--- config.mk ---
export PLATFORM = sky130hd
export DESIGN_NAME = sobm_ctrl
export DESIGN_NICKNAME = d
export VERILOG_FILES = /design/src/hdl/sobm_pkg.sv /design/src/hdl/sobm_ctrl.sv
export SDC_FILE = /design/constraint.sdc
export NUM_CORES = 1
export LEC_CHECK = 0
export BUFFER_PORTS_ARGS = -buffer_cell sky130_fd_sc_hd__buf_2
export CAP_MARGIN = 25
export CORE_AREA = 2 2 39 41
export DETAILED_ROUTE_END_ITERATION = 7
export DIE_AREA = 0 0 41 43
export SETUP_SLACK_MARGIN = 0.2
export SLEW_MARGIN = 20
export SYNTH_ARGS = -nofsm -noshare
export SYNTH_HDL_FRONTEND = slang
export SYNTH_SLANG_ARGS = --single-unit
export TNS_END_PERCENT = 10
--- constraint.sdc ---
create_clock -name aclk -period 1.5 [get_ports aclk]
set_clock_uncertainty 0.05 [all_clocks]
set_input_delay 0.3 -clock aclk [delete_from_list [all_inputs] [get_ports aclk]]
set_output_delay 0.3 -clock aclk [all_outputs]
set_load 0.005 [all_outputs]
--- src/hdl/sobm_pkg.sv ---
`default_nettype none
// ----------------------------------------------------------------------------
// sobm_pkg
// Shared types, constants and the gradient function of the Sobel edge block.
// ----------------------------------------------------------------------------
package sobm_pkg;

    localparam int CH_BITS   = 8;
    localparam int NUM_CH    = 3;
    localparam int PIX_BITS  = NUM_CH * CH_BITS;
    localparam int SQ_BITS   = 2 * (CH_BITS + 3) - 1;
    localparam int BIT_IDX_W = $clog2(CH_BITS);
    localparam int LW_BITS   = 12;
    localparam int FH_BITS   = 13;
    localparam int CFG_BITS  = 13;
    localparam int IDX_BITS  = 1;

    localparam logic [CH_BITS-1:0]  CH_MAX       = {CH_BITS{1'b1}};
    localparam logic [SQ_BITS-1:0]  SAT_LIMIT    = SQ_BITS'(255 * 256);
    localparam logic [FH_BITS-1:0]  HEIGHT_LIMIT = FH_BITS'(4096);
    localparam logic [LW_BITS-1:0]  LW_RESET     = LW_BITS'(640);
    localparam logic [FH_BITS-1:0]  FH_RESET     = FH_BITS'(480);

    localparam logic [IDX_BITS-1:0] REG_LINE_WIDTH   = IDX_BITS'(0);
    localparam logic [IDX_BITS-1:0] REG_FRAME_HEIGHT = IDX_BITS'(1);

    typedef logic [8:0][CH_BITS-1:0] chwin_t;

    typedef struct packed {
        logic accept;
        logic calc;
        logic root_step;
        logic load_out;
    } sobm_cmd_t;

    typedef struct packed {
        logic emit;
        logic root_last;
        logic out_free;
        logic at_origin;
    } sobm_status_t;

    function automatic logic [SQ_BITS-1:0] grad_sq(input chwin_t p);
        logic [11:0]        xp, xn, yp, yn;
        logic signed [11:0] gx, gy;
        logic signed [23:0] sx, sy;
        xp = 12'(p[2]) + (12'(p[5]) << 1) + 12'(p[8]);
        xn = 12'(p[0]) + (12'(p[3]) << 1) + 12'(p[6]);
        yp = 12'(p[6]) + (12'(p[7]) << 1) + 12'(p[8]);
        yn = 12'(p[0]) + (12'(p[1]) << 1) + 12'(p[2]);
        gx = $signed(xp - xn);
        gy = $signed(yp - yn);
        sx = gx * gx;
        sy = gy * gy;
        return SQ_BITS'(sx + sy);
    endfunction

endpackage
`default_nettype wire

--- src/hdl/sobm_ctrl.sv ---
`default_nettype none
// ----------------------------------------------------------------------------
// sobm_ctrl
// Sequencer that steps one item through window update, root and output.
// ----------------------------------------------------------------------------
module sobm_ctrl (
    input  wire logic                  aclk,
    input  wire logic                  aresetn,
    input  wire logic                  s_valid,
    output logic                       s_ready,
    input  sobm_pkg::sobm_status_t     status,
    output sobm_pkg::sobm_cmd_t        cmd
);

    typedef enum logic [3:0] {
        ST_IDLE = 4'b0001,
        ST_CALC = 4'b0010,
        ST_ROOT = 4'b0100,
        ST_SEND = 4'b1000
    } state_t;

    state_t state_reg, state_next;

    always_ff @(posedge aclk) begin
        if (!aresetn) begin
            state_reg <= ST_IDLE;
        end else begin
            state_reg <= state_next;
        end
    end

    always_comb begin
        state_next = state_reg;
        cmd        = '0;
        s_ready    = 1'b0;
        unique case (state_reg)
            ST_IDLE: begin
                s_ready = 1'b1;
                if (s_valid) begin
                    cmd.accept = 1'b1;
                    state_next = ST_CALC;
                end
            end
            ST_CALC: begin
                cmd.calc   = 1'b1;
                state_next = status.emit ? ST_ROOT : ST_IDLE;
            end
            ST_ROOT: begin
                cmd.root_step = 1'b1;
                if (status.root_last) begin
                    state_next = ST_SEND;
                end
            end
            ST_SEND: begin
                if (status.out_free) begin
                    cmd.load_out = 1'b1;
                    state_next   = ST_IDLE;
                end
            end
            default: begin
                state_next = ST_IDLE;
            end
        endcase
    end

endmodule
`default_nettype wire

# ---- Yosys cells after proc, flatten, opt, wreduce, memory -nomap -nowiden
# Cells that the tools add are included.
dict set report word_totals {
  regBits 4
  input_bits 7
  out_inout_bits 5
  wordCells 21
}
dict set report classes {
  eq_ne 7
  n_mux 12
  n_reduce_logical 1
}
# cell n
set op_table {}
lappend op_table {{$pmux W4 S4} 1}
lappend op_table {{$mux W4} 3}
lappend op_table {{$mux W1} 7}
lappend op_table {{$ne A2 B2 Y1 const B} 3}
lappend op_table {{$eq A4 B1 Y1 const B} 1}
lappend op_table {{$eq A4 B2 Y1 const B} 1}
lappend op_table {{$eq A4 B3 Y1 const B} 1}
lappend op_table {{$eq A4 B4 Y1 const B} 1}
lappend op_table {{$mux W3} 1}
lappend op_table {{$reduce_and A3 Y1} 1}

# ---- Depth between registers and ports, before layout
dict set report depth {
  word_depth 3
  ltp_mapped 4
  mapped_depth_nobuf 3
}

# ---- Worst setup path after synthesis
# No wires, ideal clock.
dict set report synth_path {
  kind {register -> output}
  start {reg state_reg[2]}
  end {out cmd[3] in the netlist's numbering}
  arrival_ps 923
  t_required_ps 1150
  setup_slack_ps 227
  stages_incl_launch_ff 4
  cell_sequence {dfxtp_1 buf_6 nor4b_4 and2_2}
}
# element line
set synth_rtl {}
lappend synth_rtl {{start, declared} sobm_ctrl.sv:22} ;# state_t state_reg, state_next;
lappend synth_rtl {{start signal, assigned} sobm_ctrl.sv:28} ;# state_reg <= state_next;
lappend synth_rtl {{end, declared} sobm_ctrl.sv:12} ;# output sobm_pkg::sobm_cmd_t cmd

==> parameters.txt <==
Parameter                              Value

Power
  Comb power frac ... 24.5%
  P per Cell Area ... 780 nW/um2
  Internal power consumption ... 0.255 mW
  Clock share of power ... 38.5%
  Total power ... 0.337 mW
  Switching fraction of total power ... 24.3%
  Net switching component of the power ... 0.0818 mW
  VDD IR max ... 0.000234 V
  Static Leakage ... 0.197 nW
  Sequential power share ... 36.9%

Die
  Die height ... 43 um
  Rows ... 14
  Count of pins on the block boundary ... 12
  Die width ... 41 um
  Total core area ... 1380 um2
  Initial Util ... 20.2%
  Die Outline Area ... 1760 um2

Global route
  Initial antenna violation count ... 0
  Maximum number of pins on one net before global-route repair ... 10
  Via count of the first global-routing pass ... 257
  Overall track demand over capacity in global routing ... 8.73%
  First-pass GRT wire length ... 1040 um
  Total gr overflow ... 0

STA
  Final hold vios ... 0
  Setup ws final ... -0.00951 ns
  Slew at the pin closest to its max-slew limit ... 0.313 ns
  Final setup vio count ... 1
  Post-Route Setup TNS ... -0.00951 ns
  Relative slew slack ... 78.9%
  Worst-case hold slack ... 0.235 ns
  Post-route clock period utilization ... 101%
  Upper clock frequency limit ... 0.662 GHz
  Minimum clock period ... 1.51 ns
  Max-slew violation count ... 0
  RSZ-0062 raised after global routing ... true

Logic synthesis
  Count of unique library cells instantiated by Yosys ... 17
  Net Count, Synth ... 35
  Warnings, synthesis ... 0
  Syn Inst Count ... 28
  Sequential area share after synthesis ... 28.7%
  Post-synthesis area per instance ... 9.96 um2
  Number of synthesized register bits ... 4
  Summed instance area of the synthesized netlist ... 279 um2

Final layout
  Commonest cells after routing, fill and taps aside ... 9 x sky130_fd_sc_hd__buf_2, 5 x sky130_fd_sc_hd__buf_4, 4 x sky130_fd_sc_hd__nand2b_1
  Number of inserted filler cells in the final layout ... 151
  Fin nets ... 54
  Sequential Area ... 92.6 um2
  Proportion of layout cells with a drive suffix above 1 ... 64.4%
  Post-route core utilization ... 31.2%
  Final non-filler cell total ... 61
  Layout overhead on the synthesized area ... 54.7%
  Antenna diodes ... 0
  Final Cell Area ... 432 um2
  Number of flip-flops under the largest register name ... 4
  Combined area of the multi-input logic cells ... 191 um2
  Most common library cell in the layout ignoring fill and taps ... sky130_fd_sc_hd__buf_2

Placement
  Post-place setup slack ... 0.130 ns
  Global placement routability congestion ... 0.727
  Number of I/O port buffers ... 10
  Final HPWL DP ... 437 um
  Post-place instance area ... 342 um2
  Total placed cells including tap cells ... 54

Clock tree
  Clk buf depth ... 2
  Later-pin clock latency in the skew report ... 0.23 ns
  Number of sinks handled by clock tree synthesis ... 4
  Clock transition time at the flip-flop clock pins of the worst setup and hold paths ... 0.04 ns
  Cell at the root of the clock tree ... sky130_fd_sc_hd__clkbuf_4
  H-Tree Depth ... 1
  CTS Buf Count ... 3
  Clock tree from TritonCTS ... built
  Number of buffers inserted by hold repair at cts ... 0

Worst hold path
  Worst Hold Path Cells ... 2
  Hold Crit Class ... in2reg

Drt
  Antenna-violating nets left ... 0
  DRC Markers ... 0
  DR vias ... 273
  Avg WL per Cell ... 10.3 um
  Detailed-routing iteration count for the pre-antenna-repair pass ... 2
  Drt total wl ... 628 um
  Drt initial violations ... 1
  Detail-routed via count per cell ... 4.48

Status
  Failing checks ... negative setup slack
  Outcome ... finished, violations left

Critical path
  Critical Path End Type ... output pin
  Worst reg-to-reg path cell count ... 5
  Biggest fanout along the worst timing path ... 5
  Critical Path Start Type ... flop
  Data arrival at the endpoint of the critical path ... 1.16 ns
  Required time at the worst-slack endpoint ... 1.15 ns
  CP Class ... reg2out

Job
  Total of max-cap violations ... 0
-- power groups by stage --
| stage | sequential (mW) | combinational (mW) | clock (mW) |
|---|---|---|---|
| floorplan | 0.120 | 0.0432 | 0 |
| global placement | 0.125 | 0.0584 | 0 |
| detailed placement | 0.126 | 0.0592 | 0 |
| CTS | 0.124 | 0.0827 | 0.134 |
| global route | 0.127 | 0.0902 | 0.141 |
| finish | 0.124 | 0.0827 | 0.130 |
-- path summary, 6_finish.rpt --
path / from / end / slack, ns
worst max-delay path: state_reg[2] / cmd[3] / -0.01
worst min-delay path: aresetn / state_reg[0] / 0.24
worst max register to register: state_reg[2] / state_reg[0] / 0.31
worst min register to register: state_reg[1] / state_reg[3] / 0.61
-- cells in the mapped netlist --
cell                       n  area share [%]
sky130_fd_sc_hd__nand3b_1  2             5.4
sky130_fd_sc_hd__nor4b_4   1             8.5
sky130_fd_sc_hd__nand2_1   1             1.3
sky130_fd_sc_hd__nor4b_1   1             3.1
sky130_fd_sc_hd__nand2b_1  4             9.0
sky130_fd_sc_hd__o311ai_2  1             5.8
sky130_fd_sc_hd__o22ai_1   1             2.2
sky130_fd_sc_hd__nor4_1    1             2.2
sky130_fd_sc_hd__dfxtp_1   4              29
sky130_fd_sc_hd__and3_1    3             6.7
sky130_fd_sc_hd__nor4b_2   1             5.4
sky130_fd_sc_hd__and4b_1   1             3.6
sky130_fd_sc_hd__and2_2    1             2.7
sky130_fd_sc_hd__nor2_1    2             2.7
sky130_fd_sc_hd__buf_6     2             8.1
sky130_fd_sc_hd__o21ai_0   1             1.8
sky130_fd_sc_hd__a211oi_1  1             2.7
-- final cells by class --
cell class	instances	area share (%)
Sequential cell	4	21.4
Clock buffer	3	5.22
Tap cell	16	4.64
Multi-Input combinational cell	22	44.3
Timing Repair Buffer	16	24.3
-- kinds of logic (layout without fill, tap and decap cells) --
logic type,count (synthesis),count (layout),synth area share [%]
buffers and inverters,2,19,8.07
AO/OA/AOI/OAI,4,4,12.6
AND/OR/NAND/NOR,18,18,50.7
flip-flops,4,4,28.7
-- critical path, cell delays in order (launching register included) --
cell and delay [ns]:
sky130_fd_sc_hd__dfxtp_4 0.35, sky130_fd_sc_hd__nor4b_4 0.31, sky130_fd_sc_hd__and2_4 0.19, sky130_fd_sc_hd__buf_6 0.08
-- routing by layer --
| layer | track usage, % | wire [um] | up-vias |
|---|---|---|---|
| met2 | 12.2 | 337 | 4 |
| met1 | 11.5 | 262 | 129 |
| met3 | 3.14 | 28 | 0 |
| met5 | 0 | 0 | - |
| met4 | 4.00 | 0 | 0 |
| li1 | - | - | 140 |
-- timing repair --
action,CTS,global route
pin swaps,5,3
gates resized for setup,13,0
setup endpoints to repair,5,5
hold endpoints to repair,0,0
setup buffers,4,0
Power figures use the tool's default switching activity.
